--- src/hdl/fmmcs_pkg.sv ---
// shared types, constants and helpers for the frame min/max contrast stretch unit
`default_nettype none
package fmmcs_pkg;

  localparam int unsigned FRAME_PIXELS_DEF = 110592;
  localparam int unsigned PIXEL_BITS_DEF   = 16;
  localparam int unsigned IN_PIXEL_BITS    = 16;
  localparam int unsigned DISP_BITS        = 8;
  localparam int unsigned STEP_BITS        = 3;
  localparam int unsigned QUEUE_DEPTH      = 2;

  typedef enum logic {
    KIND_LOAD    = 1'b0,
    KIND_READOUT = 1'b1
  } kind_e;

  typedef struct packed {
    logic last;
    logic no_data;
    logic flat;
  } flags_t;

  function automatic int unsigned addr_bits(input int unsigned depth);
    addr_bits = (depth > 1) ? $clog2(depth) : 1;
  endfunction

endpackage
`default_nettype wire

--- src/hdl/fmmcs_front.sv ---
// front end: accepts transactions, tracks frame statistics, writes pixels, queues readouts
`default_nettype none
module fmmcs_front #(
  parameter int unsigned FRAME_PIXELS = fmmcs_pkg::FRAME_PIXELS_DEF,
  parameter int unsigned PIXEL_BITS   = fmmcs_pkg::PIXEL_BITS_DEF,
  localparam int unsigned AW = fmmcs_pkg::addr_bits(FRAME_PIXELS),
  localparam int unsigned CW = $clog2(FRAME_PIXELS + 1)
) (
  input  wire logic                                  clk_i,
  input  wire logic                                  rst_ni,
  input  wire logic                                  in_valid_i,
  output logic                                       in_stall_o,
  input  wire logic                                  kind_i,
  input  wire logic [fmmcs_pkg::IN_PIXEL_BITS-1:0]   pixel_value_i,
  input  wire logic                                  last_in_frame_i,
  input  wire logic                                  full_i,
  input  wire logic                                  busy_i,
  output logic                                       wr_en_o,
  output logic      [AW-1:0]                         wr_addr_o,
  output logic      [PIXEL_BITS-1:0]                 wr_data_o,
  output logic                                       push_o,
  output logic      [AW-1:0]                         push_addr_o,
  output logic      [PIXEL_BITS-1:0]                 push_min_o,
  output logic      [PIXEL_BITS-1:0]                 push_span_o,
  output fmmcs_pkg::flags_t                          push_flags_o
);

  logic [PIXEL_BITS-1:0] min_q, min_d, max_q, max_d;
  logic [CW-1:0]         count_q, count_d, pos_q, pos_d;
  logic                  complete_q, complete_d;

  logic                  accept, is_load;
  logic [PIXEL_BITS-1:0] pix, base_min, base_max;
  logic [CW-1:0]         base_count, rd_pos, rd_next;
  logic                  rd_last;

  assign is_load    = (fmmcs_pkg::kind_e'(kind_i) == fmmcs_pkg::KIND_LOAD);
  assign in_stall_o = is_load ? busy_i : full_i;
  assign accept     = in_valid_i && !in_stall_o;
  assign pix        = pixel_value_i[PIXEL_BITS-1:0];

  assign base_min   = complete_q ? {PIXEL_BITS{1'b1}} : min_q;
  assign base_max   = complete_q ? '0 : max_q;
  assign base_count = complete_q ? '0 : count_q;

  assign rd_pos  = (pos_q >= count_q) ? '0 : pos_q;
  assign rd_next = rd_pos + CW'(1);
  assign rd_last = (rd_next == count_q);

  always_comb begin
    min_d        = min_q;
    max_d        = max_q;
    count_d      = count_q;
    pos_d        = pos_q;
    complete_d   = complete_q;
    wr_en_o      = 1'b0;
    wr_addr_o    = base_count[AW-1:0];
    wr_data_o    = pix;
    push_o       = 1'b0;
    push_addr_o  = rd_pos[AW-1:0];
    push_min_o   = min_q;
    push_span_o  = max_q - min_q;
    push_flags_o = '{last: rd_last, no_data: 1'b0, flat: (max_q <= min_q)};
    if (accept && is_load) begin
      min_d      = base_min;
      max_d      = base_max;
      count_d    = base_count;
      complete_d = 1'b0;
      if (complete_q) begin
        pos_d = '0;
      end
      if (base_count < CW'(FRAME_PIXELS)) begin
        wr_en_o = 1'b1;
        count_d = base_count + CW'(1);
        if (pix < base_min) begin
          min_d = pix;
        end
        if (pix > base_max) begin
          max_d = pix;
        end
      end
      if (last_in_frame_i && (count_d != '0)) begin
        complete_d = 1'b1;
        pos_d      = '0;
      end
    end else if (accept) begin
      push_o = 1'b1;
      if (!complete_q || (count_q == '0)) begin
        push_flags_o = '{last: 1'b0, no_data: 1'b1, flat: 1'b0};
      end else begin
        pos_d = rd_last ? '0 : rd_next;
      end
    end
  end

  always_ff @(posedge clk_i or negedge rst_ni) begin
    if (!rst_ni) begin
      min_q      <= {PIXEL_BITS{1'b1}};
      max_q      <= '0;
      count_q    <= '0;
      pos_q      <= '0;
      complete_q <= 1'b0;
    end else begin
      min_q      <= min_d;
      max_q      <= max_d;
      count_q    <= count_d;
      pos_q      <= pos_d;
      complete_q <= complete_d;
    end
  end

  // a pixel write must never overtake a readout that still has to fetch its pixel
  assert property (@(posedge clk_i) disable iff (!rst_ni)
    wr_en_o |-> !busy_i)
    else $error("pixel write while readouts are pending");

endmodule
`default_nettype wire

--- config.mk ---
export PLATFORM = sky130hd
export DESIGN_NAME = fmmcs_front
export DESIGN_NICKNAME = d
export VERILOG_FILES = /design/src/hdl/fmmcs_pkg.sv /design/src/hdl/fmmcs_front.sv
export SDC_FILE = /design/constraint.sdc
export NUM_CORES = 1
export LEC_CHECK = 0
export BUFFER_PORTS_ARGS = -buffer_cell sky130_fd_sc_hd__buf_2
export CORE_MARGIN = 1.5
export CORE_UTILIZATION = 48
export CTS_CLUSTER_DIAMETER = 120
export CTS_CLUSTER_SIZE = 28
export DETAILED_ROUTE_END_ITERATION = 8
export GPL_TIMING_DRIVEN = 0
export HOLD_SLACK_MARGIN = 0.03
export PLACE_DENSITY_LB_ADDON = 0.08
export SKIP_CTS_REPAIR_TIMING = 1
export SLEW_MARGIN = 25
export SYNTH_ARGS = -nofsm -noshare
export SYNTH_HDL_FRONTEND = slang
export SYNTH_SLANG_ARGS = --single-unit
export TNS_END_PERCENT = 30
--- constraint.sdc ---
create_clock -name clk_i -period 6 [get_ports clk_i]
set_clock_uncertainty 0.2 [all_clocks]
set_input_delay 0.9 -clock clk_i [delete_from_list [all_inputs] [get_ports clk_i]]
set_output_delay 0.9 -clock clk_i [all_outputs]
set_load 0.02 [all_outputs]
==> run summary <==
die height: 121.3 um
Arr. time, crit path: 4840 ps
Antenna diodes: 0
GRT Resource Usage Total: 29.46%
prevailing post-synth register cell: dfrtp_1
post-synthesis adder-cell area fraction: 12.59%
synth top area cells: dfrtp_1, ha_1, dfstp_2
DRT Wirelength: 21.57 mm
period utilisation layout: 98.93%
Finished Core Util: 59.36%
post-synthesis mux area share: 0.7638%
vias per inst: 5.929
Synth Instances: 835
routability-driven placement congestion ratio: 0.9859
Vias: 6890
share of cells above drive strength 1: 26.07%
IO Pins: 111
Period minus WS final: 5936 ps
leading area contributor after synthesis: dfrtp_1
leakage: 3.864 nW
Post-synth EDFFs: 0
MaxCap Viol Count: 0
Final Hold Viols: 0
fillers: 1347
reg2reg setup slack: 390 ps
CTS root buf: clkbuf_16
clk_lat worst skew: 350 ps
largest family of logic cells by synthesized area: compound AO/OA/AOI/OAI gates
crit path max fanout: 7
Core ar.: 0.01377 mm^2
FF-to-FF path depth: 18
non-filler cells, final: 1162
top cell type's share of synthesized area: 19.00%
num rows: 43
synthesized area per cell: 8.044 um^2
I/O Buffers: 110
drt first pass iters: 5
Initial DRC Count: 484
TritonCTS clock tree: yes
Finished Cell Area: 0.008175 mm^2
Initial Util: 48.76%
Fmax achieved: 168.5 MHz
H-tree levels: 3
crit path capture type: primary output
Die Width: 121.3 um
CP Data Required Time: 4900 ps
setup TNS: 0 ps
Clock Tree Buf Depth: 2
Hold Path Class: input port to asynchronous set/reset pin
antenna-violating nets left: 0
post-DP HPWL: 16.52 mm
top cells by count, synth: nor2_1, nand2_1, ha_1
synth-to-layout area growth: 21.72%
Post-Synth Simple-Gate Area: 23.53%
critical path start-end classification: flop to primary output
initial antenna violation count: 0
vias in the first global route: 6107
pin count of the biggest net entering global routing: 49
Placed Area: 0.007522 mm^2
worst reg2reg endpoint: pos_q[2]
xor/xnor share of the synthesized area: 4.639%
DRC viols: 0
Synth Register Bits: 67
die area: 0.01471 mm^2
average wire per standard cell: 18.56 um
Synth Area in Compound Gates: 24.80%
grt total ovfl: 0
Clk pin slew, worst setup/hold paths: 60 ps
PD cells: 364.4 mW/mm^2
ys async rst share: 100.0%
Synth Cell Area: 0.006716 mm^2
CP startpoint: count_q[13]
worst setup path end: push_flags_o[2]
Slew Limit Fails: 0
Synth cell types: 81
global-route wire length before repair: 33.47 mm
outcome: complete, no violations
top-count cell post-synth: nor2_1
YS warnings: 0
placed cell count: 1126
CP Launch Type: flop
Num CTS Buffers: 9
Slew headroom: 42.96%
nets@finish: 1067
clock net sink count: 67
endpoints failing setup: 0
syn nets: 925
Max VDD drop: 0.2548 mV
RSZ-0062 raised after global routing: yes
Worst Max-Slew Pin Slew: 834.0 ps
sequential fraction of the synthesis area: 25.26%
worst flop-to-flop path startpoint: complete_q
power by group:
part | internal (mW) | leakage (nW) | switching, mW
logic | 0.692 | 2.89 | 1.05
clock network | 0.323 | 0.137 | 0.219
registers | 0.580 | 0.837 | 0.117
routing by layer:
layer | share of wire [%] | vias up | GRT usage, %
met5 | 0 | - | 0
met4 | 1.8 | 0 | 8.897
met3 | 7.5 | 31 | 5.028
met2 | 41 | 269 | 40.61
met1 | 49 | 3262 | 46.06
li1 | - | 3328 | -
cell type report:
type	count	area [um^2]	area share (%)
Tap cell	180	225.2	2.755
Multi-Input combinational cell	650	4607	56.35
Sequential cell	67	1705	20.86
Clock buffer	12	236.5	2.893
Inverter	57	221.5	2.709
Buffer	57	365.4	4.469
Clock inverter	4	51.30	0.6275
Timing Repair Buffer	135	763.2	9.336
flip-flops by register name (all words and copies together), names as in the netlist:
| register | count |
|---|---|
| pos_q | 17 |
| push_min_o | 16 |
| complete_q | 1 |
| max_q | 16 |
| count_q | 17 |
worst max-delay path, stage by stage (launching register included):
cell	delay (ps)
dfrtp_2	440
clkinvlp_4	170
ha_4	290
nand4_1	230
nor3_4	320
nor3b_4	330
a211oi_4	130
buf_6	170
buf_8	120
and2_4	160
ha_4	180
and4_4	220
and4_1	220
nor4b_2	320
o211a_1	220
o2111ai_2	130
a2111oi_4	320
o2111ai_1	150
nor2_1	190
buf_4	170
placed cells by master, fill, tap and decap left out, types with 6 or more instances in the layout:
master / synthesis / final
a2111oi_0: 8 / 6
a21o_1: 15 / 15
a21oi_1: 30 / 28
a22o_1: 17 / 17
a31oi_1: 12 / 12
a32oi_1: 6 / 6
and2_1: 15 / 14
and3_1: 10 / 9
and4_1: 7 / 6
buf_2: 14 / 121
buf_4: 18 / 46
buf_6: 5 / 6
clkbuf_1: 20 / 15
clkbuf_16: 0 / 9
dfrtp_1: 51 / 44
dfrtp_2: 0 / 7
dfstp_2: 16 / 16
ha_1: 66 / 63
inv_1: 57 / 52
nand2_1: 74 / 73
nand3_1: 28 / 28
nand4_1: 22 / 22
nor2_1: 90 / 87
nor2b_1: 12 / 12
nor3_1: 14 / 12
o21a_1: 8 / 8
o21ai_0: 44 / 43
o21ai_1: 7 / 8
o22a_1: 17 / 17
o31ai_1: 10 / 10
xnor2_1: 28 / 27
how the worst min path moves through the flow:
stage                end  slack (ps)      from
2_1_floorplan   max_q[0]         270  max_q[0]
3_3_place_gp    max_q[0]         290  max_q[0]
3_5_place_dp    max_q[0]         290  max_q[0]
4_1_cts        pos_q[16]         250    rst_ni
5_1_grt        pos_q[16]         270    rst_ni
6_report       pos_q[16]         240    rst_ni
through the flow:
stage | hold WS (ps) | setup slack, ps | total power [mW]
final | 237.6 | 64.36 | 2.979
after global routing | 269.8 | -124.0 | 3.183
after detailed placement | 293.1 | -1065 | 2.331
after global placement | 288.6 | -1156 | 2.329
after CTS | 250.3 | -1455 | 2.879
after floorplan | 266.1 | 95.97 | 1.842
logic make-up (layout without fill, tap and decap cells):
kind of cell	Yosys count	in the layout
adders and majority gates	67	67
AOI/OAI and AO/OA	233	233
DFF	67	67
and+or+nand+nor	311	311
buffers and inverters	118	265
muxes	5	5
xor gates and xnor gates	34	34
Power figures use the tool's default switching activity.
