**src/hdl/fmmcs_pkg.sv**
```systemverilog
// shared types, constants and helpers for the frame min/max contrast stretch unit
`default_nettype none
package fmmcs_pkg;

  localparam int unsigned FRAME_PIXELS_DEF = 110592;
  localparam int unsigned PIXEL_BITS_DEF   = 16;
  localparam int unsigned IN_PIXEL_BITS    = 16;
  localparam int unsigned DISP_BITS        = 8;
  localparam int unsigned STEP_BITS        = 3;
  localparam int unsigned QUEUE_DEPTH      = 2;

  typedef enum logic {
    KIND_LOAD    = 1'b0,
    KIND_READOUT = 1'b1
  } kind_e;

  typedef struct packed {
    logic last;
    logic no_data;
    logic flat;
  } flags_t;

  function automatic int unsigned addr_bits(input int unsigned depth);
    addr_bits = (depth > 1) ? $clog2(depth) : 1;
  endfunction

endpackage
`default_nettype wire

```
**src/hdl/fmmcs_back.sv**
```systemverilog
// back end: fetches queued pixels, divides by the frame span, holds the result
`default_nettype none
module fmmcs_back #(
  parameter int unsigned FRAME_PIXELS = fmmcs_pkg::FRAME_PIXELS_DEF,
  parameter int unsigned PIXEL_BITS   = fmmcs_pkg::PIXEL_BITS_DEF,
  localparam int unsigned AW = fmmcs_pkg::addr_bits(FRAME_PIXELS)
) (
  input  wire logic                                clk_i,
  input  wire logic                                rst_ni,
  input  wire logic                                empty_i,
  input  wire logic [AW-1:0]                       head_addr_i,
  input  wire logic [PIXEL_BITS-1:0]               head_min_i,
  input  wire logic [PIXEL_BITS-1:0]               head_span_i,
  input  wire fmmcs_pkg::flags_t                   head_flags_i,
  output logic                                     pop_o,
  output logic                                     busy_o,
  output logic                                     rd_en_o,
  output logic      [AW-1:0]                       rd_addr_o,
  input  wire logic [PIXEL_BITS-1:0]               rd_data_i,
  output logic                                     out_valid_o,
  input  wire logic                                out_stall_i,
  output logic      [fmmcs_pkg::DISP_BITS-1:0]     display_value_o,
  output logic                                     last_of_frame_o,
  output logic                                     no_data_o
);

  localparam int unsigned DB = fmmcs_pkg::DISP_BITS;
  localparam int unsigned NW = PIXEL_BITS + DB;

  typedef enum logic [3:0] {
    ST_IDLE = 4'b0001,
    ST_READ = 4'b0010,
    ST_DIV  = 4'b0100,
    ST_OUT  = 4'b1000
  } state_e;

  state_e                          state_q, state_d;
  logic   [PIXEL_BITS-1:0]         min_q, min_d, span_q, span_d;
  logic                            flat_q, flat_d, last_q, last_d, nodata_q, nodata_d;
  logic   [NW-1:0]                 rem_q, rem_d, dv_q, dv_d;
  logic   [DB-1:0]                 quo_q, quo_d;
  logic   [fmmcs_pkg::STEP_BITS-1:0] step_q, step_d;

  logic   [PIXEL_BITS-1:0]         diff;
  logic   [NW-1:0]                 num;
  logic                            ge;

  // 255 * (p - min)
  assign diff = rd_data_i - min_q;
  assign num  = {diff, {DB{1'b0}}} - {{DB{1'b0}}, diff};
  assign ge   = (rem_q >= dv_q);

  assign pop_o           = (state_q == ST_IDLE) && !empty_i;
  assign rd_en_o         = pop_o;
  assign rd_addr_o       = head_addr_i;
  assign busy_o          = (state_q != ST_IDLE);
  assign out_valid_o     = (state_q == ST_OUT);
  assign display_value_o = quo_q;
  assign last_of_frame_o = last_q;
  assign no_data_o       = nodata_q;

  always_comb begin
    state_d  = state_q;
    min_d    = min_q;
    span_d   = span_q;
    flat_d   = flat_q;
    last_d   = last_q;
    nodata_d = nodata_q;
    rem_d    = rem_q;
    dv_d     = dv_q;
    quo_d    = quo_q;
    step_d   = step_q;
    unique case (state_q)
      ST_IDLE: begin
        if (!empty_i) begin
          min_d    = head_min_i;
          span_d   = head_span_i;
          flat_d   = head_flags_i.flat;
          last_d   = head_flags_i.last;
          nodata_d = head_flags_i.no_data;
          quo_d    = '0;
          state_d  = head_flags_i.no_data ? ST_OUT : ST_READ;
        end
      end
      ST_READ: begin
        rem_d   = num;
        dv_d    = {1'b0, span_q, {(DB-1){1'b0}}};
        step_d  = fmmcs_pkg::STEP_BITS'(DB - 1);
        state_d = flat_q ? ST_OUT : ST_DIV;
      end
      ST_DIV: begin
        if (ge) begin
          rem_d = rem_q - dv_q;
        end
        quo_d  = {quo_q[DB-2:0], ge};
        dv_d   = dv_q >> 1;
        step_d = step_q - fmmcs_pkg::STEP_BITS'(1);
        if (step_q == '0) begin
          state_d = ST_OUT;
        end
      end
      ST_OUT: begin
        if (!out_stall_i) begin
          state_d = ST_IDLE;
        end
      end
      default: state_d = ST_IDLE;
    endcase
  end

  always_ff @(posedge clk_i or negedge rst_ni) begin
    if (!rst_ni) begin
      state_q <= ST_IDLE;
    end else begin
      state_q <= state_d;
    end
  end

  always_ff @(posedge clk_i) begin
    min_q    <= min_d;
    span_q   <= span_d;
    flat_q   <= flat_d;
    last_q   <= last_d;
    nodata_q <= nodata_d;
    rem_q    <= rem_d;
    dv_q     <= dv_d;
    quo_q    <= quo_d;
    step_q   <= step_d;
  end

  assert property (@(posedge clk_i) disable iff (!rst_ni)
    (out_valid_o && no_data_o) |-> (display_value_o == '0) && !last_of_frame_o)
    else $error("no_data result carries pixel fields");

  assert property (@(posedge clk_i) disable iff (!rst_ni)
    (state_q == ST_DIV) |-> (rem_q < {dv_q, 1'b1}))
    else $error("division remainder out of range");

endmodule
`default_nettype wire

```
**config.mk**
```make
export PLATFORM = sky130hd
export DESIGN_NAME = fmmcs_back
export DESIGN_NICKNAME = d
export VERILOG_FILES = /design/src/hdl/fmmcs_pkg.sv /design/src/hdl/fmmcs_back.sv
export SDC_FILE = /design/constraint.sdc
export NUM_CORES = 1
export LEC_CHECK = 0
export BUFFER_PORTS_ARGS = -buffer_cell sky130_fd_sc_hd__clkbuf_2
export CAP_MARGIN = 20
export CORE_MARGIN = 2
export CORE_UTILIZATION = 40
export DETAILED_ROUTE_END_ITERATION = 6
export GPL_TIMING_DRIVEN = 0
export PLACE_DENSITY = 0.62
export SLEW_MARGIN = 20
export SYNTH_ARGS = -nofsm -noshare
export SYNTH_HDL_FRONTEND = slang
export SYNTH_SLANG_ARGS = --single-unit
```
**constraint.sdc**
```tcl
create_clock -name clk_i -period 4 [get_ports clk_i]
set_clock_uncertainty 0.15 [all_clocks]
set_input_delay 0 -clock clk_i [delete_from_list [all_inputs] [get_ports clk_i]]
set_output_delay 0 -clock clk_i [all_outputs]
set_load 0.1 [all_outputs]
```
==> impl_metrics.json, run 1 <==
{
  "whs_ps": 134,
  "power_switching_uw": 2320,
  "worstReg2RegEnd": "rem_q[21]$_DFFE_PP_",
  "rrSetupSlack_ps": -200,
  "min_to": "rem_q[0]$_DFFE_PP_",
  "worstHoldPathType": "input port to register",
  "power_frac_seq_pct": 26.5,
  "fin_ws_ps": -200,
  "switching_share_pct": 42.3,
  "pwr_density_cell_nw_per_um2": 642,
  "drive_above_1_share_pct": 24.7,
  "required_ps": 3930,
  "path_cells": "ha_2 > inv_2 > fa_2 > a211o_1 > a31oi_4 > buf_4 > buf_4 > buf_4 > buf_4 > buf_4 > buf_4 > o2111ai_1 > or3b_1 > buf_6 > or2_4 > o211ai_2 > nand3_2 > o22ai_4 > o31ai_4 > nor4b_4 > a211oi_2",
  "period_needed_ps": 4200,
  "fmax_ghz": 0.238,
  "whs_path_depth": 4,
  "antenna_found_initial": 0,
  "insertion_delay_ps": 360,
  "slew_headroom_pct": 42.8,
  "fillers": 1505,
  "synth_area_per_cell_um2": 10.0,
  "status": "complete, but fails checks",
  "ant_nets": 0,
  "fp.dieArea_um2": 17800,
  "synth_enable_flop_cells": 93,
  "avgRoutedWirePerCell_um": 15.3,
  "rows": 47,
  "synth-seq-cells": 97,
  "startpoint_type": "register",
  "drt_first_iter_violations": 467,
  "worstRegToRegCells": 21,
  "ys_seq_area_share_pct": 43.3,
  "grt_pass1_wl_mm": 26.2,
  "final_core_util_pct": 51.8,
  "p_int_uw": 3160,
  "netlist_area_um2": 6690,
  "dr.pass1.iters": 5,
  "hold_viol_final": 0,
  "maxCapViolCount": 0,
  "cts_buffers": 9,
  "globalRouteTotalUtil_pct": 18.4,
  "final_area_um2": 8540,
  "p_comb_share_pct": 56.3,
  "die_x_um": 133,
  "drc": 0,
  "timing.final.crit_share_pct": 105,
  "cp-end-kind": "register",
  "ir_drop_uv": 376,
  "crit_top_cell": "buf_4",
  "vias": 5547,
  "syn-instance-count": 669,
  "finalMaxSlewViolations": 0,
  "cts_buffer_depth": 2,
  "crit_start": "min_q[0]$_DFFE_PP_",
  "worst_path_max_delay_cell": "o31ai_4",
  "yosys_warnings": 0,
  "start_util_pct": 40.6,
  "io_buffers": 85,
  "rsz0062_at_grt": "true",
  "hpwl_mm": 11.5,
  "setup-violations-final": 11,
  "grt-ovfl-total": 0,
  "synth.distinct_cells": 77,
  "arrival_ps": 4130,
  "violations": "setup timing",
  "postRouteWirelength_mm": 16.2,
  "crit_buf_inv": 8,
  "ios": 103,
  "path_max_fanout": 8,
  "synth_ff_type": "edfxtp_1",
  "dpl-instance-area_um2": 7460,
  "clockPowerShare_pct": 17.2,
  "r2r_start": "min_q[0]$_DFFE_PP_",
  "worst_pin_slew_ps": 854,
  "syn_nets": 790,
  "viasPerCell": 5.23,
  "gp_congestion": 0.906,
  "critPathTopFamily": "compound AO/OA/AOI/OAI gates",
  "final_nets": 957,
  "antenna_cells": 0,
  "path_class": "register to register",
  "leakage_uw": 0.00371,
  "h-tree-depth": 3,
  "cts_tree": "built",
  "die_y_um": 133,
  "grt_max_degree": 32,
  "coreArea_um2": 16500,
  "clk_pin_slew_ps": 70,
  "grt_pass1_vias": 5435,
  "max_stage_delay_ps": 480,
  "setup_tns_ps": -1360,
  "cts_root_buffer": "clkbuf_16",
  "area.growth.synth_to_final_pct": 27.6,
  "cts.sinks": 97,
  "min_from": "rd_data_i[0]",
  "async_reset_ff_share_pct": 4.12
}
-- placed cells by master, fill, tap and decap left out, types with 5 or more instances in the layout --
| cell | synthesis | final |
|---|---|---|
| a21o_1 | 21 | 21 |
| a21oi_1 | 39 | 34 |
| a21oi_2 | 0 | 5 |
| a31oi_1 | 10 | 10 |
| and2_1 | 15 | 15 |
| and3_1 | 10 | 9 |
| buf_4 | 20 | 46 |
| clkbuf_1 | 12 | 12 |
| clkbuf_16 | 0 | 9 |
| clkbuf_2 | 0 | 85 |
| dlygate4sd3_1 | 0 | 41 |
| edfxtp_1 | 93 | 93 |
| ha_1 | 47 | 43 |
| inv_1 | 65 | 62 |
| nand2_1 | 58 | 58 |
| nand2b_1 | 9 | 9 |
| nand3_1 | 12 | 12 |
| nor2_1 | 43 | 43 |
| nor3_1 | 9 | 8 |
| o21a_1 | 9 | 9 |
| o21ai_0 | 46 | 44 |
| or3_1 | 5 | 5 |
| xnor2_1 | 28 | 26 |
| xor2_1 | 13 | 12 |
-- cells in the mapped netlist (3+ instances only) --
library cell	instances	area (µm²)
a21boi_0	4	30.0
and2_1	15	93.8
o21ai_1	3	15.0
xor2_1	13	114
nor2b_1	4	25.0
o2111ai_1	3	26.3
o21a_1	9	67.6
buf_2	3	15.0
o21bai_1	4	30.0
ha_1	47	588
a31oi_1	10	62.6
xnor2_1	28	245
nand2_1	58	218
or2_2	3	18.8
mux2i_1	3	30.0
and3_1	10	62.6
o21ai_0	46	230
nand3_1	12	60.1
nor2_1	43	161
nor3_1	9	45.0
nand2b_1	9	56.3
or3_1	5	31.3
nand4_1	3	18.8
o31ai_1	4	30.0
inv_1	65	244
a21o_1	21	158
buf_4	20	150
a21oi_1	39	195
edfxtp_1	93	2790
nor3b_1	3	22.5
dfrtp_1	3	75.1
nor3_2	3	30.0
clkbuf_1	12	45.0
a311o_1	4	40.0
-- how the worst max path moves through the flow --
stage | cells after the start | slack [ps] | to
6_report | 21 | -200 | rem_q[21]$_DFFE_PP_
2_1_floorplan | 18 | 3 | rem_q[22]$_DFFE_PP_
3_3_place_gp | 15 | -480 | rem_q[15]$_DFFE_PP_
4_1_cts | 18 | -130 | rem_q[22]$_DFFE_PP_
5_1_grt | 18 | -340 | rem_q[22]$_DFFE_PP_
3_5_place_dp | 19 | -540 | rem_q[22]$_DFFE_PP_
-- cells by family after synthesis --
family | after synthesis | synth area share [%]
compound gates | 185 | 19.4
xor+xnor | 42 | 5.61
fa+ha+maj | 49 | 9.39
buf+inv | 102 | 7.13
flops | 97 | 43.3
mux | 3 | 0.449
simple gates | 191 | 14.8
-- per-layer routing --
layer / vias up / global-route usage (%) / part of all wire [%]
met5: - / 0 / 0
met4: 0 / 7.74 / 2.0
met1: 2611 / 22.6 / 43
li1: 2737 / - / -
met3: 22 / 3.50 / 5.4
met2: 177 / 31.8 / 49
-- flip-flops by register name, summed over array words and instances, names as in the netlist --
register	count
state_q	4
flat_q	1
step_q	3
min_q	16
no_data_o	1
last_of_frame_o	1
display_value_o	8
rem_q	24
span_q	16
dv_q	23
-- layout make-up --
class	count	area, µm²	area share [%]
inverter	65	244	2.86
timing repair buffer	154	1060	12.4
clock buffer	9	225	2.64
clock inverter	7	93.8	1.10
sequential	97	2890	33.9
buffer	37	233	2.73
multi-input combinational	472	3510	41.1
tap	220	275	3.22
-- power by group through the flow --
stage               clock [µW]  sequential [µW]  combinational, µW
floorplan                    0             1620               1930
global route              1000             1470               3320
detailed placement           0             1470               2630
global placement             0             1470               2540
CTS                        967             1450               2970
finish                     943             1450               3080
-- worst min-delay path, stage by stage --
cell and delay (ps):
clkbuf_2 80, inv_1 70, ha_1 230, mux2i_1 90
-- per-stage QoR --
stage                     setup slack, ps  total power (µW)  cells
after CTS                            -133              5380   1051
after detailed placement             -535              4100    976
after global placement               -477              4020    974
after floorplan                      3.14              3550    669
final                                -200              5480   1061
after global routing                 -343              5790   1061
-- what timing repair did --
action,4_1_cts,5_1_grt
gates cloned,0,2
hold endpoints to repair,42,0
hold buffers,41,0
setup endpoints to repair,35,37
setup buffers,18,8
resized for setup,23,4
pin swaps,22,19
(Power assumes the default switching activity.)
==> inputs of run 2 (changes only) <==
==> constraint.sdc (replaced) <==
create_clock -name clk_i -period 4 [get_ports clk_i]
set_clock_uncertainty 0.15 [all_clocks]
set_input_delay 0.4 -clock clk_i [delete_from_list [all_inputs] [get_ports clk_i]]
set_output_delay 0.4 -clock clk_i [all_outputs]
set_load 0.1 [all_outputs]
==> impl_metrics.json, run 2 (same netlist as run 1, synthesis figures left out) <==
{
  "cts_root_buffer": "clkbuf_16",
  "ir_drop_uv": 378,
  "drive_above_1_share_pct": 25.9,
  "clk_pin_slew_ps": 70,
  "required_ps": 3950,
  "finalMaxSlewViolations": 0,
  "cts_buffer_depth": 2,
  "coreArea_um2": 16500,
  "vias": 5315,
  "worst_path_max_delay_cell": "edfxtp_1",
  "violations": "setup timing",
  "path_class": "register to register",
  "grt_pass1_vias": 5272,
  "grt-ovfl-total": 0,
  "ios": 103,
  "drc": 0,
  "antenna_cells": 0,
  "drt_first_iter_violations": 399,
  "setup-violations-final": 8,
  "rsz0062_at_grt": "true",
  "avgRoutedWirePerCell_um": 15.4,
  "hold_viol_final": 0,
  "cts.sinks": 97,
  "crit_buf_inv": 2,
  "grt_max_degree": 30,
  "cp-end-kind": "register",
  "whs_ps": 59.8,
  "worst_pin_slew_ps": 873,
  "critPathTopFamily": "compound AO/OA/AOI/OAI gates",
  "fmax_ghz": 0.239,
  "pwr_density_cell_nw_per_um2": 663,
  "dr.pass1.iters": 5,
  "hpwl_mm": 11.7,
  "fillers": 1521,
  "ant_nets": 0,
  "reg_top3": "rem_q x24, dv_q x23",
  "fin_ws_ps": -178,
  "timing.final.crit_share_pct": 104,
  "largest_reg_flops": 24,
  "final_nets": 909,
  "start_util_pct": 40.6,
  "final_common_cell": "edfxtp_1",
  "max_stage_delay_ps": 390,
  "h-tree-depth": 3,
  "globalRouteTotalUtil_pct": 17.9,
  "status": "complete, but fails checks",
  "setup_tns_ps": -844,
  "io_buffers": 85,
  "maxCapViolCount": 0,
  "postRouteWirelength_mm": 15.6,
  "startpoint_type": "register",
  "arrival_ps": 4130,
  "top_register": "rem_q",
  "cts_tree": "built",
  "path_max_fanout": 4,
  "grt_pass1_wl_mm": 25.4,
  "die_x_um": 133,
  "fp.dieArea_um2": 17800,
  "final_core_util_pct": 49.2,
  "leakage_uw": 0.00350,
  "antenna_found_initial": 0,
  "slew_headroom_pct": 41.5,
  "gp_congestion": 0.923,
  "rows": 47,
  "die_y_um": 133,
  "viasPerCell": 5.25,
  "area.growth.synth_to_final_pct": 21.3,
  "final_cell_mix": "93 x edfxtp_1, 85 x clkbuf_2, 61 x inv_1",
  "path_cells": "ha_4 > inv_2 > fa_2 > a211o_1 > a31oi_4 > o21bai_1 > a21oi_2 > xnor2_4 > inv_2 > ha_4 > and3_4 > a311o_1 > a311oi_2 > o31ai_4 > nor3_2 > nand2_1 > mux2i_1 > a21oi_1",
  "insertion_delay_ps": 360,
  "cts_buffers": 9,
  "worstHoldPathType": "input port to register",
  "period_needed_ps": 4180
}
==> run 2: cell count changes in the layout (fill, tap and decap cells not counted), moves of 2 or more <==
| cell | delta |
|---|---|
| o21ai_0 | -3 |
| xnor2_2 | +2 |
| dlygate4sd3_1 | -40 |
| xnor2_1 | -2 |
| buf_4 | -8 |
| o21ai_1 | +3 |
==> run 2: path summary, 6_finish.rpt <==
| check | start | to | slack, ps | cells after the start |
|---|---|---|---|---|
| worst max-delay path | min_q[0]$_DFFE_PP_ | rem_q[22]$_DFFE_PP_ | -180 | 18 |
| worst min-delay path | head_span_i[12] | span_q[12]$_DFFE_PP_ | 60 | 1 |
| worst max register to register | min_q[0]$_DFFE_PP_ | rem_q[22]$_DFFE_PP_ | -180 | 18 |
| worst min register to register | span_q[13]$_DFFE_PP_ | dv_q[20]$_DFFE_PP_ | 370 | 2 |
| max in group asynchronous | rst_ni | state_q[0]$_DFFE_PN1P_ | 3270 | 2 |
| min in group asynchronous | rst_ni | state_q[1]$_DFFE_PN0P_ | 220 | 2 |
==> run 2: final cells by class <==
class | instances | area (µm²) | area share, %
Inverter | 65 | 249 | 3.07
Tap cell | 220 | 275 | 3.39
Sequential cell | 97 | 2890 | 35.7
Buffer | 37 | 233 | 2.87
Clock inverter | 7 | 71.3 | 0.879
Clock buffer | 9 | 225 | 2.78
Multi-Input combinational cell | 471 | 3550 | 43.8
Timing Repair Buffer | 107 | 613 | 7.56
==> run 2: what timing repair did <==
action	in CTS	in global routing
pin swaps	23	23
endpoints found under the hold margin	4	0
resized for setup	10	19
hold buffers	1	0
setup buffers	9	11
setup endpoints to repair	34	35
gates cloned	1	0
==> run 2: per-stage QoR <==
step	cells	total power, µW	setup WS, ps	instance area, µm²
3_5_place_dp	976	4110	-765	7500
2_1_floorplan	669	3570	-10.5	6750
3_3_place_gp	974	4030	-727	7450
4_1_cts	1003	5170	-147	7950
6_report	1013	5370	-178	8110
5_1_grt	1013	5710	-379	8110
==> run 2: power breakdown <==
group / internal [µW] / total (µW) / leakage, µW / switching, µW
registers: 1400 / 1450 / 0.000901 / 52.0
logic: 1180 / 3040 / 0.00246 / 1860
clock network: 484 / 887 / 0.000139 / 403
total: 3060 / 5370 / 0.00350 / 2310
==> run 2: layer usage <==
metal | up-vias | track usage, % | share of wire (%)
li1 | 2646 | - | -
met1 | 2478 | 22.1 | 43
met2 | 164 | 30.3 | 49
met3 | 27 | 4.26 | 5.8
met4 | 0 | 7.15 | 2.8
met5 | - | 0 | 0
