## src/hdl/fmmcs_pkg.sv

```systemverilog
// shared types, constants and helpers for the frame min/max contrast stretch unit
`default_nettype none
package fmmcs_pkg;

  localparam int unsigned FRAME_PIXELS_DEF = 110592;
  localparam int unsigned PIXEL_BITS_DEF   = 16;
  localparam int unsigned IN_PIXEL_BITS    = 16;
  localparam int unsigned DISP_BITS        = 8;
  localparam int unsigned STEP_BITS        = 3;
  localparam int unsigned QUEUE_DEPTH      = 2;

  typedef enum logic {
    KIND_LOAD    = 1'b0,
    KIND_READOUT = 1'b1
  } kind_e;

  typedef struct packed {
    logic last;
    logic no_data;
    logic flat;
  } flags_t;

  function automatic int unsigned addr_bits(input int unsigned depth);
    addr_bits = (depth > 1) ? $clog2(depth) : 1;
  endfunction

endpackage
`default_nettype wire

```

## src/hdl/fmmcs_queue.sv

```systemverilog
// two-entry command queue between front and back
`default_nettype none
module fmmcs_queue #(
  parameter int unsigned WIDTH = 8
) (
  input  wire logic             clk_i,
  input  wire logic             rst_ni,
  input  wire logic             push_i,
  input  wire logic [WIDTH-1:0] push_data_i,
  input  wire logic             pop_i,
  output logic      [WIDTH-1:0] head_o,
  output logic                  empty_o,
  output logic                  full_o
);

  localparam int unsigned PW = $clog2(fmmcs_pkg::QUEUE_DEPTH);
  localparam int unsigned NW = $clog2(fmmcs_pkg::QUEUE_DEPTH + 1);

  logic [WIDTH-1:0] ent_q [fmmcs_pkg::QUEUE_DEPTH];
  logic [PW-1:0]    wptr_q, rptr_q;
  logic [NW-1:0]    cnt_q;

  assign head_o  = ent_q[rptr_q];
  assign empty_o = (cnt_q == '0);
  assign full_o  = (cnt_q == NW'(fmmcs_pkg::QUEUE_DEPTH));

  always_ff @(posedge clk_i) begin
    if (push_i) begin
      ent_q[wptr_q] <= push_data_i;
    end
  end

  always_ff @(posedge clk_i or negedge rst_ni) begin
    if (!rst_ni) begin
      wptr_q <= '0;
      rptr_q <= '0;
      cnt_q  <= '0;
    end else begin
      if (push_i) begin
        wptr_q <= wptr_q + PW'(1);
      end
      if (pop_i) begin
        rptr_q <= rptr_q + PW'(1);
      end
      cnt_q <= cnt_q + NW'(push_i) - NW'(pop_i);
    end
  end

  assert property (@(posedge clk_i) disable iff (!rst_ni)
    push_i |-> !full_o)
    else $error("push into full queue");

  assert property (@(posedge clk_i) disable iff (!rst_ni)
    pop_i |-> !empty_o)
    else $error("pop from empty queue");

endmodule
`default_nettype wire

```

## config.mk

```make
export PLATFORM = sky130hd
export DESIGN_NAME = fmmcs_queue
export DESIGN_NICKNAME = d
export VERILOG_FILES = /design/src/hdl/fmmcs_pkg.sv /design/src/hdl/fmmcs_queue.sv
export SDC_FILE = /design/constraint.sdc
export NUM_CORES = 1
export LEC_CHECK = 0
export ABC_AREA = 1
export BUFFER_PORTS_ARGS = -buffer_cell sky130_fd_sc_hd__buf_2
export CELL_PAD_IN_SITES_DETAIL_PLACEMENT = 0
export CELL_PAD_IN_SITES_GLOBAL_PLACEMENT = 1
export CORE_ASPECT_RATIO = 1.4
export CORE_MARGIN = 4
export CORE_UTILIZATION = 35
export CTS_BUF_LIST = sky130_fd_sc_hd__clkbuf_8
export CTS_CLUSTER_SIZE = 16
export DETAILED_ROUTE_END_ITERATION = 8
export PLACE_DENSITY_LB_ADDON = 0.12
export SLEW_MARGIN = 20
export SYNTH_ARGS = -nofsm -noshare
export SYNTH_HDL_FRONTEND = slang
export SYNTH_SLANG_ARGS = --single-unit
```

## constraint.sdc

```tcl
create_clock -name clk_i -period 1.5 [get_ports clk_i]
set_clock_uncertainty 0.05 [all_clocks]
set_input_delay 0.15 -clock clk_i [delete_from_list [all_inputs] [get_ports clk_i]]
set_output_delay 0.15 -clock clk_i [all_outputs]
set_load 0.02 [all_outputs]
```

==> flow_summary.html, run 1 <==
<table>
<tr><th>Metric</th><th>Value</th></tr>
<tr><th colspan="2">Yosys</th></tr>
<tr><td>Sequential element share of the synthesized area</td><td>69.9%</td></tr>
<tr><td>Dominant cell type by area after synthesis</td><td>sky130_fd_sc_hd__edfxtp_1</td></tr>
<tr><td>Instance count of the mapped netlist</td><td>67</td></tr>
<tr><td>Syn avg cell area</td><td>12.4 sq um</td></tr>
<tr><td>Number of warnings issued by yosys</td><td>0</td></tr>
<tr><td>Number of synthesized register bits</td><td>20</td></tr>
<tr><td>Net count after synthesis</td><td>81</td></tr>
<tr><td>Post-synth top area share</td><td>57.8%</td></tr>
<tr><td>Syn Std Cell Area</td><td>831 sq um</td></tr>
<tr><td>Distinct cells, synth</td><td>12</td></tr>
<tr><td>Top cells by area in the synthesized netlist</td><td>sky130_fd_sc_hd__edfxtp_1 (58%), sky130_fd_sc_hd__dfrtp_1 (12%), sky130_fd_sc_hd__inv_1 (6.8%)</td></tr>
<tr><th colspan="2">STA</th></tr>
<tr><td>Period minus WS final</td><td>1.37 ns</td></tr>
<tr><td>Headroom to the max-slew limit</td><td>78.9%</td></tr>
<tr><td>Final Setup Violations</td><td>0</td></tr>
<tr><td>Setup TNS</td><td>0 ns</td></tr>
<tr><td>Slew Limit Fails</td><td>0</td></tr>
<tr><td>Final count of hold timing violations</td><td>0</td></tr>
<tr><td>Max Clock Freq</td><td>731 MHz</td></tr>
<tr><td>Worst-Margin Slew</td><td>0.316 ns</td></tr>
<tr><td>Tightest hold margin</td><td>0.0361 ns</td></tr>
<tr><td>Unrepaired setup endpoints after global routing</td><td>false</td></tr>
<tr><td>Ratio of final minimum period to clock period</td><td>91.2%</td></tr>
<tr><th colspan="2">Critical path</th></tr>
<tr><td>Largest driver fanout on the critical path</td><td>17</td></tr>
<tr><td>Worst reg2reg startpoint</td><td>cnt_q[0]</td></tr>
<tr><td>Worst stage delay on the critical path</td><td>0.52 ns</td></tr>
<tr><td>Worst R2R Setup Slack</td><td>0.33 ns</td></tr>
<tr><td>Cell family with most CP delay</td><td>flip-flops</td></tr>
<tr><td>Worst setup startpoint</td><td>rptr_q</td></tr>
<tr><td>Nature of the critical path endpoint</td><td>primary output</td></tr>
<tr><td>Worst r2r dst</td><td>cnt_q[1]</td></tr>
<tr><td>Timing endpoint of the critical path</td><td>head_o[4]</td></tr>
<tr><td>Start-to-end type of the worst setup path</td><td>register to primary output</td></tr>
<tr><td>Buffers and inverters on the worst path</td><td>1</td></tr>
<tr><td>Number of cells on the worst reg-to-reg path</td><td>6</td></tr>
<tr><td>Critical path depth in cells</td><td>2</td></tr>
<tr><td>Cell chain of the critical path</td><td>o21ai_0 -&gt; buf_2</td></tr>
<tr><td>Cell with the largest stage delay on the worst path</td><td>sky130_fd_sc_hd__dfrtp_2</td></tr>
<tr><td>Critical path launch point type</td><td>register</td></tr>
<tr><td>Arrival time of the worst setup path</td><td>1.17 ns</td></tr>
<tr><td>Required time at the worst-slack endpoint</td><td>1.30 ns</td></tr>
<tr><th colspan="2">Clocking</th></tr>
<tr><td>Library cell used as clock root buffer</td><td>sky130_fd_sc_hd__clkbuf_8</td></tr>
<tr><td>Level count of the clock H-tree</td><td>1</td></tr>
<tr><td>Clock slew at reported path FFs</td><td>0.07 ns</td></tr>
<tr><td>Worst-case clock buffer depth</td><td>2</td></tr>
<tr><td>Clock Sinks</td><td>20</td></tr>
<tr><td>CTS tree</td><td>built</td></tr>
<tr><td>CTS buffer count</td><td>3</td></tr>
<tr><td>Worst skew pair latency</td><td>0.25 ns</td></tr>
<tr><th colspan="2">Worst hold path</th></tr>
<tr><td>Type of the most critical hold path</td><td>input port to register</td></tr>
<tr><td>Startpoint of the lowest-slack hold path</td><td>push_data_i[7]</td></tr>
<tr><th colspan="2">Global routing</th></tr>
<tr><td>Initial antenna violation count</td><td>0</td></tr>
<tr><td>Global route total overflow</td><td>0</td></tr>
<tr><td>Number of global-route vias before repair</td><td>453</td></tr>
<tr><td>GRT Resource Usage Total</td><td>8.27%</td></tr>
<tr><td>Maximum number of pins on one net before global-route repair</td><td>18</td></tr>
<tr><td>First-pass GRT wire length</td><td>1.94 mm</td></tr>
<tr><th colspan="2">Floorplan</th></tr>
<tr><td>Row count</td><td>20</td></tr>
<tr><td>Die W</td><td>49.2 microns</td></tr>
<tr><td>Die height</td><td>65.6 microns</td></tr>
<tr><td>Starting density of the core</td><td>37.3%</td></tr>
<tr><td>Die footprint</td><td>3230 sq um</td></tr>
<tr><td>Io pins</td><td>22</td></tr>
<tr><td>Core area</td><td>2230 sq um</td></tr>
<tr><th colspan="2">Finish</th></tr>
<tr><td>Summed area of non-filler cells in the final layout</td><td>1010 sq um</td></tr>
<tr><td>Final net count</td><td>107</td></tr>
<tr><td>Synthesis-to-layout area growth</td><td>21.1%</td></tr>
<tr><td>Count of placed standard cells in the final layout, fillers left out</td><td>114</td></tr>
<tr><td>Share of final-layout standard cells stronger than drive strength 1</td><td>32.6%</td></tr>
<tr><td>Post-layout utilization of the core</td><td>45.2%</td></tr>
<tr><td>Number of antenna diodes</td><td>0</td></tr>
<tr><th colspan="2">Routing</th></tr>
<tr><td>TritonRoute pass-1 iters</td><td>2</td></tr>
<tr><td>Routed WL</td><td>1.17 mm</td></tr>
<tr><td>Detailed Route Iter0 Violations</td><td>2</td></tr>
<tr><td>Post-route ant nets</td><td>0</td></tr>
<tr><td>Via count of the routed design</td><td>491</td></tr>
<tr><td>DRC</td><td>0</td></tr>
<tr><td>Vias per cell</td><td>4.31</td></tr>
<tr><td>Routed WL per cell</td><td>10.2 microns</td></tr>
<tr><th colspan="2">Job</th></tr>
<tr><td>Max-cap viol count</td><td>0</td></tr>
<tr><th colspan="2">Place</th></tr>
<tr><td>Last weighted congestion value of the routability-driven placer</td><td>0.613</td></tr>
<tr><td>DP Cell Count</td><td>109</td></tr>
<tr><td>Count of port buffers added during placement</td><td>21</td></tr>
<tr><td>HPWL after detailed placement</td><td>900 microns</td></tr>
<tr><td>Placed cell areas</td><td>940 sq um</td></tr>
<tr><th colspan="2">Pwr</th></tr>
<tr><td>Leakage</td><td>0.479 nW</td></tr>
<tr><td>Areal power density over the cells</td><td>1870 nW/um^2</td></tr>
<tr><td>Worst vdd rail ir drop</td><td>0.000744 V</td></tr>
<tr><th colspan="2">Outcome</th></tr>
<tr><td>Result of the run</td><td>complete, no violations</td></tr>
</table>
[area by class of cell]
cell class	count	area, sq um
timing repair buffer	23	123
multi-input combinational	30	163
inverter	15	56.3
sequential	20	582
fill	221	1220
tap	22	27.5
clock buffer	4	55.1
[cell usage after synthesis]
library cell	n
sky130_fd_sc_hd__nor2_1	3
sky130_fd_sc_hd__buf_12	1
sky130_fd_sc_hd__nand2_1	14
sky130_fd_sc_hd__buf_6	1
sky130_fd_sc_hd__edfxtp_1	16
sky130_fd_sc_hd__xor2_1	2
sky130_fd_sc_hd__ha_1	2
sky130_fd_sc_hd__o21ai_0	5
sky130_fd_sc_hd__nand3_1	1
sky130_fd_sc_hd__dfrtp_1	4
sky130_fd_sc_hd__inv_1	15
sky130_fd_sc_hd__o21ai_2	3
[routing by layer]
layer | wire length, microns | vias to the layer above | GRT usage [%]
met5 | 0 | - | 0
met4 | 18 | 0 | 5.34
met3 | 77 | 2 | 2.72
met2 | 609 | 12 | 14.9
met1 | 460 | 214 | 7.91
li1 | - | 263 | -
[worst reg2reg max path, stage by stage (launching register included)]
cell,delay [ns]
sky130_fd_sc_hd__dfrtp_1,0.36
sky130_fd_sc_hd__inv_1,0.05
sky130_fd_sc_hd__ha_1,0.26
sky130_fd_sc_hd__inv_1,0.04
sky130_fd_sc_hd__ha_1,0.18
sky130_fd_sc_hd__nand3_1,0.08
sky130_fd_sc_hd__nand2_1,0.05
[how the worst min path moves through the flow]
stage,cells past startpoint,to
final,1,ent_q[1][7]
after floorplan,0,cnt_q[0]
after global routing,1,ent_q[1][7]
after detailed placement,1,cnt_q[0]
after CTS,1,ent_q[1][7]
after global placement,1,cnt_q[1]
[what timing repair did]
item / in CTS / in global routing
gates resized for setup: 1 / 0
endpoints found under the setup margin: 8 / 0
setup buffers: 0 / 0
hold buffers: 1 / 0
hold endpoints to repair: 4 / 0
[power breakdown]
part	total (mW)	switching, mW	leakage (nW)	internal, mW
Clock	0.394	0.161	0.0288	0.233
Combinational	0.623	0.397	0.254	0.226
Sequential	0.869	0.112	0.196	0.757
Total	1.89	0.670	0.479	1.22
[placed cells by master (no fill, tap or decap)]
cell type | Yosys | final
sky130_fd_sc_hd__o21ai_0 | 5 | 5
sky130_fd_sc_hd__xor2_1 | 2 | 2
sky130_fd_sc_hd__dfrtp_2 | 0 | 1
sky130_fd_sc_hd__dfrtp_1 | 4 | 3
sky130_fd_sc_hd__nand3_1 | 1 | 1
sky130_fd_sc_hd__buf_4 | 0 | 1
sky130_fd_sc_hd__edfxtp_1 | 16 | 16
sky130_fd_sc_hd__dlygate4sd3_1 | 0 | 1
sky130_fd_sc_hd__buf_2 | 0 | 21
sky130_fd_sc_hd__o21ai_2 | 3 | 3
sky130_fd_sc_hd__nor2_1 | 3 | 3
sky130_fd_sc_hd__ha_1 | 2 | 2
sky130_fd_sc_hd__nand2_1 | 14 | 14
sky130_fd_sc_hd__clkbuf_8 | 0 | 4
sky130_fd_sc_hd__inv_1 | 15 | 15
[flip-flops by register name, summed over array words and instances, names as in the netlist]
signal and count:
ent_q 16, cnt_q 2, rptr_q 1, wptr_q 1
[per-stage QoR]
stage / total power, mW / worst slack [ns]
2_1_floorplan: 1.38 / 0.306
3_3_place_gp: 1.52 / 0.247
3_5_place_dp: 1.52 / 0.231
4_1_cts: 1.92 / 0.0897
5_1_grt: 2.04 / 0.0139
6_report: 1.89 / 0.132
[cell families after synthesis]
group           share of synthesized area (%)
fa+ha+maj                                3.01
simple gates                             8.28
flops                                    69.9
xor+xnor                                 2.11
compound gates                           6.17
buf+inv                                  10.5
Note: power is estimated with default switching activity, not from simulation.
==> run 2: changes to the inputs <==
BUFFER_PORTS_ARGS = unset   (was -buffer_cell sky130_fd_sc_hd__buf_2)
DONT_BUFFER_PORTS = 1   (was unset)
==> run 2 against run 1 <==
Compared with the run above:
- global-route usage increased by 0.46 points
- clock power decreased by 15%
- combinational power decreased by 1%
- final cell count decreased by 5.3%
- routed wire length increased by 1.6%
- design area increased by 2.2%
- highest routed layer unchanged
==> flow_summary.html, run 2 (synthesis results as in run 1) <==
<table>
<tr><th>Metric</th><th>Value</th></tr>
<tr><th colspan="2">Routing</th></tr>
<tr><td>Via count of the routed design</td><td>476 (-3.1%)</td></tr>
<tr><td>TritonRoute pass-1 iters</td><td>3 (+1)</td></tr>
<tr><td>Vias per cell</td><td>4.41 (+2.3%)</td></tr>
<tr><td>Post-route ant nets</td><td>0 (unchanged)</td></tr>
<tr><td>Routed WL per cell</td><td>11.0 microns (+7.3%)</td></tr>
<tr><td>DRC</td><td>0 (unchanged)</td></tr>
<tr><td>Routed WL</td><td>1.18 mm (+1.6%)</td></tr>
<tr><td>Detailed Route Iter0 Violations</td><td>9 (+7)</td></tr>
<tr><th colspan="2">Finish</th></tr>
<tr><td>Number of antenna diodes</td><td>0 (unchanged)</td></tr>
<tr><td>Final net count</td><td>101 (-5.6%)</td></tr>
<tr><td>Synthesis-to-layout area growth</td><td>23.8%</td></tr>
<tr><td>Count of placed standard cells in the final layout, fillers left out</td><td>108 (-5.3%)</td></tr>
<tr><td>Highest-count cells in the layout ignoring fill and taps</td><td>sky130_fd_sc_hd__inv_1 (16), sky130_fd_sc_hd__edfxtp_1 (16), sky130_fd_sc_hd__nand2_1 (14), sky130_fd_sc_hd__dlygate4sd3_1 (11), sky130_fd_sc_hd__buf_4 (6)</td></tr>
<tr><td>Largest register FFs</td><td>16 (unchanged)</td></tr>
<tr><td>Register with the most flip-flops</td><td>ent_q</td></tr>
<tr><td>Top flop regs</td><td>ent_q: 16 flops, cnt_q: 2 flops</td></tr>
<tr><td>Share of final-layout standard cells stronger than drive strength 1</td><td>15.1% (-17 points)</td></tr>
<tr><td>Summed area of non-filler cells in the final layout</td><td>1030 sq um (+2.2%)</td></tr>
<tr><th colspan="2">Place</th></tr>
<tr><td>Last weighted congestion value of the routability-driven placer</td><td>0.579 (-5.7%)</td></tr>
<tr><td>HPWL after detailed placement</td><td>889 microns (-1.3%)</td></tr>
<tr><td>Count of port buffers added during placement</td><td>0 (-100%)</td></tr>
<tr><td>Place WS</td><td>0.202 ns (-0.0282 ns)</td></tr>
<tr><td>Placed cell areas</td><td>872 sq um (-7.2%)</td></tr>
<tr><td>DP Cell Count</td><td>93 (-15%)</td></tr>
<tr><th colspan="2">Pwr</th></tr>
<tr><td>Worst vdd rail ir drop</td><td>0.000716 V (-3.8%)</td></tr>
<tr><td>Areal power density over the cells</td><td>1770 nW/um^2 (-5.5%)</td></tr>
<tr><td>Leakage</td><td>0.457 nW (-4.5%)</td></tr>
<tr><td>Total design power</td><td>1.82 mW (-3.4%)</td></tr>
<tr><th colspan="2">Job</th></tr>
<tr><td>Max-cap viol count</td><td>0 (unchanged)</td></tr>
<tr><th colspan="2">Critical path</th></tr>
<tr><td>Cell family with most CP delay</td><td>flip-flops</td></tr>
<tr><td>Worst stage delay on the critical path</td><td>0.53 ns (about the same)</td></tr>
<tr><td>Start-to-end type of the worst setup path</td><td>register to primary output</td></tr>
<tr><td>Nature of the critical path endpoint</td><td>primary output</td></tr>
<tr><td>Critical path launch point type</td><td>register</td></tr>
<tr><td>Cell chain of the critical path</td><td>o21ai_0 -&gt; buf_4</td></tr>
<tr><td>Required time at the worst-slack endpoint</td><td>1.30 ns (about the same)</td></tr>
<tr><td>Buffers and inverters on the worst path</td><td>1 (unchanged)</td></tr>
<tr><td>Cell with the largest stage delay on the worst path</td><td>sky130_fd_sc_hd__dfrtp_2</td></tr>
<tr><td>Largest driver fanout on the critical path</td><td>17 (unchanged)</td></tr>
<tr><td>Arrival time of the worst setup path</td><td>1.18 ns (about the same)</td></tr>
<tr><th colspan="2">STA</th></tr>
<tr><td>Ratio of final minimum period to clock period</td><td>91.9% (+0.65 points)</td></tr>
<tr><td>Unrepaired setup endpoints after global routing</td><td>false</td></tr>
<tr><td>Final Setup Violations</td><td>0 (unchanged)</td></tr>
<tr><td>Max Clock Freq</td><td>726 MHz (-0.71%)</td></tr>
<tr><td>Period minus WS final</td><td>1.38 ns (+0.00979 ns)</td></tr>
<tr><td>Headroom to the max-slew limit</td><td>73.8% (-5.1 points)</td></tr>
<tr><td>Slew Limit Fails</td><td>0 (unchanged)</td></tr>
<tr><td>Slack of the critical path</td><td>0.122 ns (-0.00979 ns)</td></tr>
<tr><td>Worst-Margin Slew</td><td>0.392 ns (+0.0754 ns)</td></tr>
<tr><td>Final count of hold timing violations</td><td>0 (unchanged)</td></tr>
<tr><td>Setup TNS</td><td>0 ns (unchanged)</td></tr>
<tr><th colspan="2">Floorplan</th></tr>
<tr><td>Row count</td><td>20 (unchanged)</td></tr>
<tr><td>Die height</td><td>65.6 microns (unchanged)</td></tr>
<tr><td>Io pins</td><td>22 (unchanged)</td></tr>
<tr><td>Starting density of the core</td><td>37.3% (unchanged)</td></tr>
<tr><td>Core area</td><td>2230 sq um (unchanged)</td></tr>
<tr><td>Die footprint</td><td>3230 sq um (unchanged)</td></tr>
<tr><td>Die W</td><td>49.2 microns (unchanged)</td></tr>
<tr><th colspan="2">Outcome</th></tr>
<tr><td>Result of the run</td><td>complete, no violations</td></tr>
<tr><th colspan="2">Clocking</th></tr>
<tr><td>Worst skew pair latency</td><td>0.25 ns (about the same)</td></tr>
<tr><td>Clock Sinks</td><td>20 (unchanged)</td></tr>
<tr><td>CTS tree</td><td>built</td></tr>
<tr><td>Library cell used as clock root buffer</td><td>sky130_fd_sc_hd__clkbuf_8</td></tr>
<tr><td>CTS buffer count</td><td>3 (unchanged)</td></tr>
<tr><td>Worst-case clock buffer depth</td><td>2 (unchanged)</td></tr>
<tr><td>Clock slew at reported path FFs</td><td>0.07 ns (about the same)</td></tr>
<tr><td>Level count of the clock H-tree</td><td>1 (unchanged)</td></tr>
<tr><th colspan="2">Worst hold path</th></tr>
<tr><td>Type of the most critical hold path</td><td>input port to async pin</td></tr>
<tr><th colspan="2">Global routing</th></tr>
<tr><td>Number of global-route vias before repair</td><td>510 (+13%)</td></tr>
<tr><td>Global route total overflow</td><td>0 (unchanged)</td></tr>
<tr><td>Initial antenna violation count</td><td>0 (unchanged)</td></tr>
<tr><td>First-pass GRT wire length</td><td>2.08 mm (+7.5%)</td></tr>
<tr><td>Maximum number of pins on one net before global-route repair</td><td>18 (unchanged)</td></tr>
<tr><td>GRT Resource Usage Total</td><td>8.73% (+0.46 points)</td></tr>
</table>
run 2: cell type report:
| cell class | instances | area, sq um |
|---|---|---|
| fill | 227 | 1200 |
| clock inverter | 1 | 3.75 |
| inverter | 15 | 56.3 |
| tap | 22 | 27.5 |
| multi-input combinational | 30 | 163 |
| clock buffer | 3 | 41.3 |
| sequential | 20 | 582 |
| timing repair buffer | 17 | 155 |
run 2: worst paths after layout:
kind / start / endpoint / slack, ns / cells after the start
setup / recovery: rptr_q / head_o[4] / 0.12 / 2
hold / removal: rst_ni / cnt_q[1] / 0.12 / 1
setup reg to reg: cnt_q[0] / cnt_q[1] / 0.31 / 6
hold reg to reg: wptr_q / wptr_q / 0.44 / 1
max in group asynchronous: rst_ni / rptr_q / 1.09 / 1
min in group clk_i: pop_i / cnt_q[1] / 0.21 / 4
run 2: report_power, final:
part	internal [mW]	total, mW	switching, mW
sequential	0.757	0.874	0.117
combinational	0.227	0.614	0.387
clock	0.181	0.335	0.154
total	1.16	1.82	0.658
run 2: layer usage:
metal / up-vias / track usage, % / wire length (microns)
li1: 252 / - / -
met1: 210 / 8.55 / 444
met2: 12 / 15.6 / 660
met3: 2 / 2.95 / 68
met4: 0 / 5.34 / 10
met5: - / 0 / 0
run 2: repair_timing:
| action | 4_1_cts | 5_1_grt |
|---|---|---|
| hold buffers | 11 | 0 |
| gates resized for setup | 1 | 0 |
| endpoints found under the hold margin | 23 | 0 |
| setup buffers | 0 | 0 |
| endpoints found under the setup margin | 5 | 0 |
run 2: metrics by stage:
stage | hold WS, ns | utilization (%)
finish | 0.122 | 46.2
global route | 0.107 | 46.2
CTS | 0.120 | 46.2
detailed placement | -0.195 | 39.2
global placement | -0.195 | 39.2
floorplan | -0.196 | -
==> run 3: changes to the inputs <==
MAX_ROUTING_LAYER = met4   (was unset)
==> run 3 against run 2 <==
Compared with the run above:
- die area unchanged
- count of clock-buffer cells in the layout stayed put
- critical path depth is the same
- first-iteration DRC count grew 120%
- sequential share of layout area did not move
- setup slack about the same
- combinational power about the same
- core utilization did not move
- total power hardly changed
==> flow_summary.html, run 3 (synthesis results as in run 1) <==
<table>
<tr><th>Metric</th><th>Value</th></tr>
<tr><th colspan="2">Pwr</th></tr>
<tr><td>Share of power burned in combinational logic</td><td>33.7% (about the same)</td></tr>
<tr><td>Internal power contribution</td><td>1.16 mW (unchanged)</td></tr>
<tr><td>Areal power density over the cells</td><td>1770 nW/um^2 (about the same)</td></tr>
<tr><td>Fraction of power consumed by the clock network</td><td>18.4% (about the same)</td></tr>
<tr><td>Worst vdd rail ir drop</td><td>0.000716 V (about the same)</td></tr>
<tr><td>Total design power</td><td>1.82 mW (about the same)</td></tr>
<tr><td>Leakage</td><td>0.457 nW (unchanged)</td></tr>
<tr><td>Power spent charging and discharging nets</td><td>658 uW (about the same)</td></tr>
<tr><td>Switching power share of the total</td><td>36.1% (about the same)</td></tr>
<tr><td>Sequential fraction of design power</td><td>47.9% (about the same)</td></tr>
<tr><th colspan="2">Floorplan</th></tr>
<tr><td>Die W</td><td>49.2 microns (unchanged)</td></tr>
<tr><td>Io pins</td><td>22 (unchanged)</td></tr>
<tr><td>Row count</td><td>20 (unchanged)</td></tr>
<tr><td>Die footprint</td><td>3230 sq um (unchanged)</td></tr>
<tr><td>Core area</td><td>2230 sq um (unchanged)</td></tr>
<tr><td>Starting density of the core</td><td>37.3% (unchanged)</td></tr>
<tr><td>Die height</td><td>65.6 microns (unchanged)</td></tr>
<tr><th colspan="2">Finish</th></tr>
<tr><td>Synthesis-to-layout area growth</td><td>23.8% (unchanged)</td></tr>
<tr><td>Number of filler cells placed in the layout</td><td>227 (unchanged)</td></tr>
<tr><td>Register with the most flip-flops</td><td>ent_q</td></tr>
<tr><td>Final net count</td><td>101 (unchanged)</td></tr>
<tr><td>Highest-count cells in the layout ignoring fill and taps</td><td>sky130_fd_sc_hd__inv_1 (16), sky130_fd_sc_hd__edfxtp_1 (16), sky130_fd_sc_hd__nand2_1 (14), sky130_fd_sc_hd__dlygate4sd3_1 (11), sky130_fd_sc_hd__buf_4 (6)</td></tr>
<tr><td>Post-layout utilization of the core</td><td>46.2% (unchanged)</td></tr>
<tr><td>Share of final-layout standard cells stronger than drive strength 1</td><td>15.1% (unchanged)</td></tr>
<tr><td>Top flop regs</td><td>ent_q: 16 flops, cnt_q: 2 flops</td></tr>
<tr><td>Number of antenna diodes</td><td>0 (unchanged)</td></tr>
<tr><td>Summed area of non-filler cells in the final layout</td><td>1030 sq um (unchanged)</td></tr>
<tr><td>Largest register FFs</td><td>16 (unchanged)</td></tr>
<tr><th colspan="2">Routing</th></tr>
<tr><td>Routed WL per cell</td><td>11.0 microns (unchanged)</td></tr>
<tr><td>DRC</td><td>0 (unchanged)</td></tr>
<tr><td>Routed WL</td><td>1.18 mm (unchanged)</td></tr>
<tr><td>Vias per cell</td><td>4.41 (unchanged)</td></tr>
<tr><td>Post-route ant nets</td><td>0 (unchanged)</td></tr>
<tr><td>Detailed Route Iter0 Violations</td><td>20 (+11)</td></tr>
<tr><td>TritonRoute pass-1 iters</td><td>3 (unchanged)</td></tr>
<tr><td>Via count of the routed design</td><td>476 (unchanged)</td></tr>
<tr><th colspan="2">STA</th></tr>
<tr><td>Unrepaired setup endpoints after global routing</td><td>false</td></tr>
<tr><td>Final Setup Violations</td><td>0 (unchanged)</td></tr>
<tr><td>Period minus WS final</td><td>1.38 ns (-0.00000200 ns)</td></tr>
<tr><td>Slew Limit Fails</td><td>0 (unchanged)</td></tr>
<tr><td>Setup TNS</td><td>0 ns (unchanged)</td></tr>
<tr><td>Final count of hold timing violations</td><td>0 (unchanged)</td></tr>
<tr><td>Headroom to the max-slew limit</td><td>73.4% (-0.41 points)</td></tr>
<tr><td>Ratio of final minimum period to clock period</td><td>91.9% (about the same)</td></tr>
<tr><td>Max Clock Freq</td><td>726 MHz (about the same)</td></tr>
<tr><td>Worst-Margin Slew</td><td>0.398 ns (+0.00608 ns)</td></tr>
<tr><th colspan="2">Place</th></tr>
<tr><td>Placed cell areas</td><td>872 sq um (unchanged)</td></tr>
<tr><td>Count of port buffers added during placement</td><td>0 (unchanged)</td></tr>
<tr><td>HPWL after detailed placement</td><td>889 microns (unchanged)</td></tr>
<tr><td>Last weighted congestion value of the routability-driven placer</td><td>0.582 (+0.52%)</td></tr>
<tr><th colspan="2">Clocking</th></tr>
<tr><td>CTS buffer count</td><td>3 (unchanged)</td></tr>
<tr><td>Library cell used as clock root buffer</td><td>sky130_fd_sc_hd__clkbuf_8</td></tr>
<tr><td>Worst-case clock buffer depth</td><td>2 (unchanged)</td></tr>
<tr><td>Clock slew at reported path FFs</td><td>0.07 ns (about the same)</td></tr>
<tr><td>Worst skew pair latency</td><td>0.25 ns (about the same)</td></tr>
<tr><td>CTS tree</td><td>built</td></tr>
<tr><td>Clock Sinks</td><td>20 (unchanged)</td></tr>
<tr><td>Level count of the clock H-tree</td><td>1 (unchanged)</td></tr>
<tr><th colspan="2">Critical path</th></tr>
<tr><td>Cell with the largest stage delay on the worst path</td><td>sky130_fd_sc_hd__dfrtp_2</td></tr>
<tr><td>Worst r2r dst</td><td>cnt_q[1]</td></tr>
<tr><td>Required time at the worst-slack endpoint</td><td>1.30 ns (about the same)</td></tr>
<tr><td>Worst R2R Setup Slack</td><td>0.31 ns (about the same)</td></tr>
<tr><td>Critical path depth in cells</td><td>2 (unchanged)</td></tr>
<tr><td>Nature of the critical path endpoint</td><td>primary output</td></tr>
<tr><td>Worst reg2reg startpoint</td><td>cnt_q[0]</td></tr>
<tr><td>Worst setup startpoint</td><td>rptr_q</td></tr>
<tr><td>Arrival time of the worst setup path</td><td>1.18 ns (about the same)</td></tr>
<tr><td>Critical path launch point type</td><td>register</td></tr>
<tr><td>Cell family with most CP delay</td><td>flip-flops</td></tr>
<tr><td>Number of cells on the worst reg-to-reg path</td><td>6 (unchanged)</td></tr>
<tr><td>Cell chain of the critical path</td><td>o21ai_0 -&gt; buf_4</td></tr>
<tr><td>Start-to-end type of the worst setup path</td><td>register to primary output</td></tr>
<tr><td>Timing endpoint of the critical path</td><td>head_o[4]</td></tr>
<tr><td>Buffers and inverters on the worst path</td><td>1 (unchanged)</td></tr>
<tr><td>Largest driver fanout on the critical path</td><td>17 (unchanged)</td></tr>
<tr><td>Worst stage delay on the critical path</td><td>0.53 ns (about the same)</td></tr>
<tr><th colspan="2">Global routing</th></tr>
<tr><td>Global route total overflow</td><td>0 (unchanged)</td></tr>
<tr><td>GRT Resource Usage Total</td><td>8.96% (+0.23 points)</td></tr>
<tr><td>First-pass GRT wire length</td><td>2.08 mm (unchanged)</td></tr>
<tr><td>Initial antenna violation count</td><td>0 (unchanged)</td></tr>
<tr><td>Maximum number of pins on one net before global-route repair</td><td>18 (unchanged)</td></tr>
<tr><td>Number of global-route vias before repair</td><td>510 (unchanged)</td></tr>
<tr><th colspan="2">Outcome</th></tr>
<tr><td>Result of the run</td><td>complete, no violations</td></tr>
<tr><th colspan="2">Job</th></tr>
<tr><td>Max-cap viol count</td><td>0 (unchanged)</td></tr>
<tr><th colspan="2">Worst hold path</th></tr>
<tr><td>Type of the most critical hold path</td><td>input port to async pin</td></tr>
</table>
[run 3: cell counts in the layout (fill, tap and decap cells not counted)]
No cell type changed its count.
[run 3: worst min path at each step]
stage               end  startpoint  slack (ns)  cells after the start
2_1_floorplan  cnt_q[0]      rst_ni       -0.20                      0
3_3_place_gp   cnt_q[1]      rst_ni       -0.20                      0
3_5_place_dp   cnt_q[1]      rst_ni       -0.20                      0
4_1_cts          wptr_q      rst_ni        0.12                      1
5_1_grt          wptr_q      rst_ni        0.11                      1
6_report       cnt_q[1]      rst_ni        0.12                      1
[run 3: what timing repair did]
item | in CTS | in global routing
hold buffers | 11 | 0
buffers inserted | 0 | 0
resized for setup | 1 | 0
endpoints found under the hold margin | 23 | 0
endpoints found under the setup margin | 5 | 0
[run 3: metal layers]
metal,routed length (microns),part of all wire [%],up-vias,GRT usage (%)
li1,-,-,252,-
met1,457,39,210,8.84
met2,660,56,12,15.6
met3,55,4.6,2,2.49
met4,10,0.84,0,5.34
met5,0,0,-,-
[run 3: cell type report]
type                            count  area (sq um)  share of cell area [%]
Timing Repair Buffer               17           155                    15.1
Tap cell                           22          27.5                    2.68
Clock inverter                      1          3.75                   0.365
Clock buffer                        3          41.3                    4.01
Sequential cell                    20           582                    56.6
Inverter                           15          56.3                    5.47
Multi-Input combinational cell     30           163                    15.8
[run 3: through the flow]
stage	std cells	hold WS, ns	setup slack, ns
after floorplan	67	-0.196	0.306
after global placement	93	-0.195	0.231
after detailed placement	93	-0.195	0.202
after CTS	108	0.120	0.0963
after global routing	108	0.107	0.0429
final	108	0.122	0.122
[run 3: power by group through the flow]
stage          logic (mW)  registers (mW)  clock network, mW
3_5_place_dp        0.603           0.887                  0
6_report            0.614           0.874              0.335
5_1_grt             0.695           0.899              0.387
2_1_floorplan       0.572           0.810                  0
4_1_cts             0.633           0.878              0.350
3_3_place_gp        0.599           0.882                  0
[run 3: worst reg2reg max path, stage by stage, from the launching register on]
cell and delay [ns]:
sky130_fd_sc_hd__dfrtp_1 0.37, sky130_fd_sc_hd__inv_1 0.05, sky130_fd_sc_hd__ha_1 0.26, sky130_fd_sc_hd__inv_1 0.04, sky130_fd_sc_hd__ha_1 0.19, sky130_fd_sc_hd__nand3_1 0.08, sky130_fd_sc_hd__nand2_1 0.05
